[src/sv/tprq_pkg.sv]
// ---------------------------------------------------------------------------
// Ready queue package
// Opcodes, status codes and the stored entry type of the ready queue.
// ---------------------------------------------------------------------------
`default_nettype none

package tprq_pkg;

  localparam logic OP_ENQUEUE  = 1'b0;
  localparam logic OP_DISPATCH = 1'b1;

  localparam logic [1:0] ST_OK    = 2'd0;
  localparam logic [1:0] ST_FULL  = 2'd1;
  localparam logic [1:0] ST_EMPTY = 2'd2;

  localparam int ENTRY_W = 16;

  typedef struct packed {
    logic [7:0] task_id;
    logic [7:0] prio;
  } entry_t;

endpackage

`default_nettype wire

[src/sv/tprq_ram.sv]
// ---------------------------------------------------------------------------
// Generic RAM
// One write port, one read port, registered read data.
// ---------------------------------------------------------------------------
`default_nettype none

module tprq_ram #(
  parameter int WIDTH = 16,
  parameter int DEPTH = 16
) (
  input  wire logic                     clk,
  input  wire logic                     wr_en,
  input  wire logic [$clog2(DEPTH)-1:0] wr_addr,
  input  wire logic [WIDTH-1:0]         wr_data,
  input  wire logic                     rd_en,
  input  wire logic [$clog2(DEPTH)-1:0] rd_addr,
  output logic      [WIDTH-1:0]         rd_data
);

  logic [WIDTH-1:0] mem [DEPTH];

  always_ff @(posedge clk) begin
    if (wr_en) begin
      mem[wr_addr] <= wr_data;
    end
    if (rd_en) begin
      rd_data <= mem[rd_addr];
    end
  end

endmodule

`default_nettype wire

[src/sv/task_ready_priority_queue_core.sv]
// ---------------------------------------------------------------------------
// Task ready priority queue
// Ready queue of a cooperative scheduler, kept sorted by descending priority.
// ---------------------------------------------------------------------------
// Input channel (in_valid/in_stall) carries one beat per request: opcode
// enqueue inserts task_id with prio behind all waiting tasks of equal
// priority; opcode dispatch pops the highest-priority task. Every beat gives
// exactly one result beat on the output channel (out_valid/out_stall) with
// status, the popped task, the fill level and an idle flag.
// Entries sit in a circular buffer in one RAM. An insert walks from the tail
// toward the head, one entry per cycle, moving each lower-priority entry up
// one slot; the RAM read/write port pair sets that pace.
// Dispatch reads the head, then runs S_POP and S_OUT; enqueue goes to S_OUT
// when full or empty, else S_INS per entry read, S_PUT if all moved, S_OUT.
// in_stall is high from accept until the result is handed to the output
// register; a result waiting on out_stall does not block the next accept,
// but that item's result waits until the output register drains.
// Reset empties the queue at once; no clearing pass runs.
// ---------------------------------------------------------------------------
`default_nettype none

module task_ready_priority_queue_core #(
  parameter int QUEUE_DEPTH = 16
) (
  input  wire logic       clk,
  input  wire logic       rst,
  input  wire logic       in_valid,
  output logic            in_stall,
  input  wire logic       opcode,
  input  wire logic [7:0] task_id,
  input  wire logic [7:0] prio,
  output logic            out_valid,
  input  wire logic       out_stall,
  output logic [1:0]      status,
  output logic            run_valid,
  output logic [7:0]      run_task,
  output logic [7:0]      run_prio,
  output logic [4:0]      ready_count,
  output logic            idle
);

  localparam int AW = $clog2(QUEUE_DEPTH);
  localparam int CW = $clog2(QUEUE_DEPTH + 1);

  localparam logic [2:0] S_IDLE = 3'd0;
  localparam logic [2:0] S_INS  = 3'd1;
  localparam logic [2:0] S_PUT  = 3'd2;
  localparam logic [2:0] S_POP  = 3'd3;
  localparam logic [2:0] S_OUT  = 3'd4;

  function automatic logic [AW-1:0] ptr_inc(input logic [AW-1:0] p);
    ptr_inc = (p == AW'(QUEUE_DEPTH - 1)) ? '0 : p + 1'b1;
  endfunction

  function automatic logic [AW-1:0] ptr_dec(input logic [AW-1:0] p);
    ptr_dec = (p == '0) ? AW'(QUEUE_DEPTH - 1) : p - 1'b1;
  endfunction

  logic [2:0]    state, state_next;
  logic [AW-1:0] head, head_next;
  logic [AW-1:0] tail, tail_next;
  logic [CW-1:0] count, count_next;
  logic [AW-1:0] wp, wp_next;
  logic [AW-1:0] rp, rp_next;
  logic [CW-1:0] rem, rem_next;
  tprq_pkg::entry_t new_ent, new_ent_next;
  logic [1:0]    res_status, res_status_next;
  logic          res_run, res_run_next;
  tprq_pkg::entry_t res_ent, res_ent_next;

  logic          ram_wr_en;
  logic [AW-1:0] ram_wr_addr;
  logic [tprq_pkg::ENTRY_W-1:0] ram_wr_data;
  logic          ram_rd_en;
  logic [AW-1:0] ram_rd_addr;
  logic [tprq_pkg::ENTRY_W-1:0] ram_rd_data;
  tprq_pkg::entry_t rd_ent;

  logic          out_load;
  logic [CW+4:0] count_wide;

  tprq_ram #(
    .WIDTH(tprq_pkg::ENTRY_W),
    .DEPTH(QUEUE_DEPTH)
  ) u_ram (
    .clk    (clk),
    .wr_en  (ram_wr_en),
    .wr_addr(ram_wr_addr),
    .wr_data(ram_wr_data),
    .rd_en  (ram_rd_en),
    .rd_addr(ram_rd_addr),
    .rd_data(ram_rd_data)
  );

  assign rd_ent     = tprq_pkg::entry_t'(ram_rd_data);
  assign in_stall   = (state != S_IDLE);
  assign out_load   = (state == S_OUT) && (!out_valid || !out_stall);
  assign count_wide = (CW + 5)'(count);

  always_comb begin
    state_next      = state;
    head_next       = head;
    tail_next       = tail;
    count_next      = count;
    wp_next         = wp;
    rp_next         = rp;
    rem_next        = rem;
    new_ent_next    = new_ent;
    res_status_next = res_status;
    res_run_next    = res_run;
    res_ent_next    = res_ent;
    ram_wr_en       = 1'b0;
    ram_wr_addr     = wp;
    ram_wr_data     = new_ent;
    ram_rd_en       = 1'b0;
    ram_rd_addr     = rp;
    case (state)
      S_IDLE: begin
        if (in_valid) begin
          new_ent_next.task_id = task_id;
          new_ent_next.prio    = prio;
          res_status_next      = tprq_pkg::ST_OK;
          res_run_next         = 1'b0;
          res_ent_next         = '0;
          if (opcode == tprq_pkg::OP_ENQUEUE) begin
            if (count == CW'(QUEUE_DEPTH)) begin
              res_status_next = tprq_pkg::ST_FULL;
              state_next      = S_OUT;
            end else if (count == '0) begin
              ram_wr_en   = 1'b1;
              ram_wr_addr = tail;
              ram_wr_data = {task_id, prio};
              tail_next   = ptr_inc(tail);
              count_next  = count + 1'b1;
              state_next  = S_OUT;
            end else begin
              ram_rd_en   = 1'b1;
              ram_rd_addr = ptr_dec(tail);
              rp_next     = ptr_dec(tail);
              wp_next     = tail;
              rem_next    = count;
              tail_next   = ptr_inc(tail);
              count_next  = count + 1'b1;
              state_next  = S_INS;
            end
          end else begin
            if (count == '0) begin
              res_status_next = tprq_pkg::ST_EMPTY;
              state_next      = S_OUT;
            end else begin
              ram_rd_en   = 1'b1;
              ram_rd_addr = head;
              state_next  = S_POP;
            end
          end
        end
      end
      S_INS: begin
        ram_wr_en   = 1'b1;
        ram_wr_addr = wp;
        if (rd_ent.prio < new_ent.prio) begin
          ram_wr_data = ram_rd_data;
          wp_next     = rp;
          rem_next    = rem - 1'b1;
          if (rem == CW'(1)) begin
            state_next = S_PUT;
          end else begin
            ram_rd_en   = 1'b1;
            ram_rd_addr = ptr_dec(rp);
            rp_next     = ptr_dec(rp);
          end
        end else begin
          ram_wr_data = new_ent;
          state_next  = S_OUT;
        end
      end
      S_PUT: begin
        ram_wr_en   = 1'b1;
        ram_wr_addr = wp;
        ram_wr_data = new_ent;
        state_next  = S_OUT;
      end
      S_POP: begin
        res_run_next = 1'b1;
        res_ent_next = rd_ent;
        head_next    = ptr_inc(head);
        count_next   = count - 1'b1;
        state_next   = S_OUT;
      end
      S_OUT: begin
        if (out_load) begin
          state_next = S_IDLE;
        end
      end
      default: begin
        state_next = S_IDLE;
      end
    endcase
  end

  always_ff @(posedge clk) begin
    if (rst) begin
      state     <= S_IDLE;
      head      <= '0;
      tail      <= '0;
      count     <= '0;
      out_valid <= 1'b0;
    end else begin
      state <= state_next;
      head  <= head_next;
      tail  <= tail_next;
      count <= count_next;
      if (out_load) begin
        out_valid <= 1'b1;
      end else if (!out_stall) begin
        out_valid <= 1'b0;
      end
    end
  end

  always_ff @(posedge clk) begin
    wp         <= wp_next;
    rp         <= rp_next;
    rem        <= rem_next;
    new_ent    <= new_ent_next;
    res_status <= res_status_next;
    res_run    <= res_run_next;
    res_ent    <= res_ent_next;
    if (out_load) begin
      status      <= res_status;
      run_valid   <= res_run;
      run_task    <= res_ent.task_id;
      run_prio    <= res_ent.prio;
      ready_count <= count_wide[4:0];
      idle        <= (count == '0);
    end
  end

endmodule

`default_nettype wire

[config.mk]
export PLATFORM = sky130hd
export DESIGN_NAME = task_ready_priority_queue_core
export DESIGN_NICKNAME = d
export VERILOG_FILES = /design/src/sv/tprq_pkg.sv /design/src/sv/tprq_ram.sv /design/src/sv/task_ready_priority_queue_core.sv
export SDC_FILE = /design/constraint.sdc
export NUM_CORES = 1
export LEC_CHECK = 0
export ABC_AREA = 1
export BUFFER_PORTS_ARGS = -buffer_cell sky130_fd_sc_hd__buf_4
export CORE_MARGIN = 10
export CORE_UTILIZATION = 62
export CTS_BUF_LIST = sky130_fd_sc_hd__clkbuf_8 sky130_fd_sc_hd__clkbuf_16
export CTS_CLUSTER_DIAMETER = 60
export DETAILED_ROUTE_END_ITERATION = 7
export GPL_ROUTABILITY_DRIVEN = 0
export MAX_ROUTING_LAYER = met4
export PLACE_DENSITY = 0.88
export SETUP_SLACK_MARGIN = 0.5
export SKIP_LAST_GASP = 1
export SYNTH_ARGS = -nofsm -noshare
export SYNTH_HDL_FRONTEND = slang
export SYNTH_SLANG_ARGS = --single-unit
[constraint.sdc]
create_clock -name clk -period 3.4 [get_ports clk]
set_input_delay 0.85 -clock clk [delete_from_list [all_inputs] [get_ports clk]]
set_output_delay 0.85 -clock clk [all_outputs]
set_load 0.02 [all_outputs]
==> impl_metrics.xml <==
<?xml version="1.0" encoding="UTF-8"?>
<metrics>
  <group name="floorplanning">
    <metric name="starting_density_of_the_core" unit="%">63.50</metric>
    <metric name="floorplan.core_area" unit="sq um">25330</metric>
    <metric name="design.portCount" unit="">48</metric>
    <metric name="rows" unit="">58</metric>
    <metric name="dieWidth" unit="um">181.1</metric>
    <metric name="die_y" unit="um">181.1</metric>
    <metric name="die_area" unit="sq um">32780</metric>
  </group>
  <group name="worst_setup_path">
    <metric name="crit_path_start_kind" unit="">register</metric>
    <metric name="worstPathRequired" unit="ns">3.66</metric>
    <metric name="cp_slowest_cell" unit="">sky130_fd_sc_hd__edfxtp_1</metric>
    <metric name="crit_chain" unit="">ha_1 &gt; nand2_1 &gt; inv_1 &gt; nand2_1 &gt; nand2_1 &gt; nand2_2 &gt; nand2_2 &gt; nand2_1 &gt; nand2_2 &gt; nand2_8 &gt; buf_4 &gt; buf_4 &gt; nand3_1 &gt; nand3_1 &gt; nand3_1 &gt; nand3_1 &gt; nand2_1</metric>
    <metric name="critical-path-top-cell-by-count" unit="">sky130_fd_sc_hd__nand2_1</metric>
    <metric name="worst-path-max-fanout" unit="">17</metric>
    <metric name="worstPathBufferInverterCount" unit="">3</metric>
    <metric name="crit_type" unit="">register to register</metric>
    <metric name="endpoint_kind" unit="">register</metric>
    <metric name="critPathMaxStageDelay" unit="ns">0.42</metric>
    <metric name="worst_path_dominant_cell_family" unit="">simple AND/OR/NAND/NOR gates</metric>
    <metric name="cp_data_arrival_time" unit="ns">3.13</metric>
  </group>
  <group name="place">
    <metric name="io_buffers" unit="">47</metric>
    <metric name="hpwlAfterDp" unit="mm">24.95</metric>
    <metric name="post_dp_cell_area" unit="sq um">16970</metric>
  </group>
  <group name="route">
    <metric name="detail_route.drc_violations" unit="">0</metric>
    <metric name="route.detailed.wl_per_inst" unit="um">22.88</metric>
    <metric name="antenna_nets_post_route" unit="">0</metric>
    <metric name="drt_pre_antenna_iters" unit="">7</metric>
    <metric name="num_vias" unit="">12400</metric>
    <metric name="route.final.wire_length" unit="mm">44.21</metric>
    <metric name="vias_cell" unit="">6.418</metric>
    <metric name="detail_route.iter0.violations" unit="">2434</metric>
  </group>
  <group name="clock_network">
    <metric name="clk_pin_slew" unit="ns">0.06</metric>
    <metric name="cts_num_sinks" unit="">362</metric>
    <metric name="clock_tree.root_cell" unit="">sky130_fd_sc_hd__clkbuf_16</metric>
    <metric name="worst_skew_pair.late_latency" unit="ns">0.53</metric>
    <metric name="h-tree-depth" unit="">2</metric>
    <metric name="cts_buffers" unit="">37</metric>
    <metric name="max-clock-path-buffers" unit="">3</metric>
    <metric name="tritoncts_clock_tree" unit="">yes</metric>
  </group>
  <group name="power_and_ir_drop">
    <metric name="power_switching" unit="W">0.007906</metric>
    <metric name="total_leakage_power" unit="nW">7.512</metric>
    <metric name="seq_power_share" unit="%">34.3</metric>
    <metric name="pwr_dens" unit="nW/um^2">1022</metric>
    <metric name="p_sw_share" unit="%">41.56</metric>
    <metric name="fin_total_pwr" unit="W">0.01902</metric>
    <metric name="cellInternalPower" unit="W">0.01112</metric>
    <metric name="vdd_ir_drop_max" unit="V">0.0007134</metric>
    <metric name="clockPowerShare" unit="%">20.7</metric>
    <metric name="power.share.combinational" unit="%">45.0</metric>
  </group>
  <group name="global_route">
    <metric name="global_route.peak_usage_layer" unit="">met2</metric>
    <metric name="met1_resource_use_gr" unit="%">30.99</metric>
    <metric name="number_of_antenna_violations_at_the_first_check_in_global_routing" unit="">0</metric>
    <metric name="grt_pass1_wl" unit="mm">66.74</metric>
    <metric name="first_global_vias" unit="">12114</metric>
    <metric name="use_met3" unit="%">6.354</metric>
    <metric name="globalRouteOverflowTotal" unit="">0</metric>
    <metric name="grt_start_max_net_pins" unit="">65</metric>
    <metric name="groute.layer.met2.usage" unit="%">41.73</metric>
    <metric name="grt_util_all_layers" unit="%">26.07</metric>
  </group>
  <group name="timing">
    <metric name="hold_viol_final" unit="">0</metric>
    <metric name="drv_slew" unit="">0</metric>
    <metric name="post_route_clock_period_utilization" unit="%">84.28</metric>
    <metric name="fin_crit" unit="ns">2.865</metric>
    <metric name="fmaxAchievable" unit="MHz">349.0</metric>
    <metric name="worst_slew_pin_slew" unit="ns">0.7221</metric>
    <metric name="worst_clock_skew" unit="ns">0.02423</metric>
    <metric name="rsz0062_at_grt" unit="">true</metric>
    <metric name="worst_slew_margin_rel" unit="%">51.86</metric>
    <metric name="setup-tns-final" unit="ns">0</metric>
    <metric name="setup_viol" unit="">0</metric>
  </group>
  <group name="cells_and_area">
    <metric name="finish.net_count" unit="">1615</metric>
    <metric name="area_growth_syn_to_layout" unit="%">15.75</metric>
    <metric name="diodes" unit="">0</metric>
    <metric name="post_route_cells_drive_above_1_share" unit="%">14.29</metric>
    <metric name="num-fill-cells" unit="">1483</metric>
    <metric name="register_area" unit="sq um">10700</metric>
    <metric name="finish.instance_area" unit="sq um">18610</metric>
    <metric name="final_core_util" unit="%">73.50</metric>
    <metric name="area_used_by_multi_input_combinational_logic" unit="sq um">4501</metric>
  </group>
  <group name="worst_hold_path">
    <metric name="min_path_type" unit="">register to register</metric>
  </group>
  <group name="synth">
    <metric name="seq_area_frac_synth" unit="%">66.54</metric>
    <metric name="ys_ff_latch" unit="">362</metric>
    <metric name="postSynthNetCount" unit="">1534</metric>
    <metric name="post_synth_inst_count" unit="">1496</metric>
    <metric name="netlist_area" unit="sq um">16080</metric>
    <metric name="synth.yosys.warnings" unit="">0</metric>
    <metric name="average_cell_area_after_synthesis" unit="sq um">10.75</metric>
    <metric name="yosys.cell_types.count" unit="">38</metric>
  </group>
  <group name="job">
    <metric name="timing.max_cap.violations" unit="">0</metric>
  </group>
  <group name="run_status">
    <metric name="outcome" unit="">complete, no violations</metric>
  </group>
</metrics>
## area by class of cell
class	count	share of cell area, %
clock buffers	41	5.391
multi-input cells	888	24.18
well taps	330	2.218
flip-flops and latches	362	57.49
clock inverters	23	0.8604
inverters	172	3.468
repair buffers	116	6.392
## routing by layer
metal / part of all wire (%) / vias to the layer above
met5: 0 / -
met4: 4.8 / 0
met3: 13 / 222
met2: 47 / 1105
met1: 35 / 5782
li1: - / 5291
## cells by family after synthesis
family	Yosys count	share of synthesized area, %
AO/OA/AOI/OAI	99	3.556
XOR/XNOR	8	0.4357
adder cells (fa/ha/maj)	17	1.369
buffers and inverters	246	6.543
flip-flops	362	66.54
AND/OR/NAND/NOR	764	21.56
## power by group through the flow
| stage | Sequential [W] | Combinational (W) | Clock [W] |
|---|---|---|---|
| global route | 0.00656 | 0.00908 | 0.00413 |
| finish | 0.00652 | 0.00856 | 0.00394 |
| floorplan | 0.00666 | 0.00480 | 0 |
| global placement | 0.00656 | 0.00694 | 0 |
| CTS | 0.00651 | 0.00779 | 0.00391 |
| detailed placement | 0.00659 | 0.00727 | 0 |
## worst paths after layout
| path | cells after the start | from | endpoint | slack (ns) |
|---|---|---|---|---|
| max | 17 | u_ram.rd_data[2] | u_ram.rd_data[14] | 0.53 |
| min reg2reg | 0 | res_ent[6] | run_prio[6] | 0.42 |
| min | 0 | res_ent[6] | run_prio[6] | 0.42 |
| max reg2reg | 17 | u_ram.rd_data[2] | u_ram.rd_data[14] | 0.53 |
## sequential cells by signal, indices dropped and copies added (netlist names), 2 cells and up
name / count
run_prio: 8
ready_count: 5
res_status: 2
u_ram.rd_data: 16
count: 5
head: 4
res_ent: 16
run_task: 8
tail: 4
state: 3
rp: 4
new_ent: 16
rem: 5
wp: 4
status: 2
u_ram.mem: 256
## worst reg2reg max path, stage by stage (launching register included)
cell,delay (ns)
sky130_fd_sc_hd__edfxtp_1,0.42
sky130_fd_sc_hd__ha_1,0.32
sky130_fd_sc_hd__nand2_1,0.08
sky130_fd_sc_hd__inv_1,0.05
sky130_fd_sc_hd__nand2_1,0.07
sky130_fd_sc_hd__nand2_1,0.06
sky130_fd_sc_hd__nand2_2,0.13
sky130_fd_sc_hd__nand2_2,0.11
sky130_fd_sc_hd__nand2_1,0.09
sky130_fd_sc_hd__nand2_2,0.09
sky130_fd_sc_hd__nand2_8,0.15
sky130_fd_sc_hd__buf_4,0.14
sky130_fd_sc_hd__buf_4,0.21
sky130_fd_sc_hd__nand3_1,0.10
sky130_fd_sc_hd__nand3_1,0.17
sky130_fd_sc_hd__nand3_1,0.17
sky130_fd_sc_hd__nand3_1,0.15
sky130_fd_sc_hd__nand2_1,0.08
## cells in the final DEF, fill, tap and decap left out, types with 2 or more instances in the layout
cell / count
sky130_fd_sc_hd__o221ai_1: 7
sky130_fd_sc_hd__a21oi_2: 3
sky130_fd_sc_hd__bufinv_16: 2
sky130_fd_sc_hd__nand2_8: 2
sky130_fd_sc_hd__xor2_1: 3
sky130_fd_sc_hd__nand4_1: 4
sky130_fd_sc_hd__nor2_1: 43
sky130_fd_sc_hd__xnor2_1: 5
sky130_fd_sc_hd__inv_1: 170
sky130_fd_sc_hd__buf_4: 95
sky130_fd_sc_hd__clkinv_1: 6
sky130_fd_sc_hd__o21ai_2: 3
sky130_fd_sc_hd__edfxtp_1: 345
sky130_fd_sc_hd__clkbuf_8: 2
sky130_fd_sc_hd__o211ai_1: 13
sky130_fd_sc_hd__nand3_2: 6
sky130_fd_sc_hd__buf_16: 5
sky130_fd_sc_hd__nor2_2: 16
sky130_fd_sc_hd__clkbuf_16: 42
sky130_fd_sc_hd__dfxtp_1: 16
sky130_fd_sc_hd__inv_2: 7
sky130_fd_sc_hd__nand2_2: 7
sky130_fd_sc_hd__inv_6: 2
sky130_fd_sc_hd__ha_1: 16
sky130_fd_sc_hd__a21oi_1: 24
sky130_fd_sc_hd__clkinv_2: 7
sky130_fd_sc_hd__buf_12: 11
sky130_fd_sc_hd__nor2_4: 11
sky130_fd_sc_hd__nor3_1: 6
sky130_fd_sc_hd__o21ai_1: 6
sky130_fd_sc_hd__nand2_1: 345
sky130_fd_sc_hd__o21ai_0: 39
sky130_fd_sc_hd__nand3_1: 286
sky130_fd_sc_hd__nand3b_1: 33
## through the flow
step           hold WS (ns)  cells  setup WS (ns)
6_report             0.4187   1932         0.5346
5_1_grt              0.4252   1932         0.4768
4_1_cts              0.4187   1926         0.5557
3_5_place_dp         0.4045   1847         0.1064
3_3_place_gp         0.4010   1847         0.2100
2_1_floorplan        0.4003   1496         0.4248
## Yosys cell counts, drive strengths merged
| cell | n | area share [%] |
|---|---|---|
| fa | 1 | 0.12 |
| nor3 | 6 | 0.19 |
| a31oi | 1 | 0.039 |
| clkbuf | 10 | 0.23 |
| and2 | 1 | 0.039 |
| o2111ai | 1 | 0.054 |
| ha | 16 | 1.2 |
| nand4 | 5 | 0.23 |
| edfxtp | 345 | 64 |
| xor2 | 3 | 0.16 |
| buf | 64 | 2.3 |
| a21oi | 27 | 0.86 |
| dfxtp | 17 | 2.1 |
| nor3b | 1 | 0.047 |
| o21a | 1 | 0.047 |
| o21ai | 48 | 1.5 |
| inv | 171 | 4.0 |
| xnor2 | 5 | 0.27 |
| nand2 | 354 | 8.3 |
| nor2 | 71 | 2.0 |
| a22oi | 1 | 0.047 |
| o211ai | 13 | 0.61 |
| nand3 | 293 | 9.2 |
| clkinv | 1 | 0.023 |
| nand3b | 33 | 1.5 |
| o221ai | 7 | 0.38 |
## what timing repair did
action | CTS | global route
buffers inserted | 13 | 3
gates resized for setup | 7 | 27
hold buffers | 0 | 0
setup endpoints to repair | 119 | 400
gates cloned | 2 | 3
endpoints found under the hold margin | 0 | 0
pin swaps | 9 | 1
Note: power is estimated with default switching activity, not from simulation.
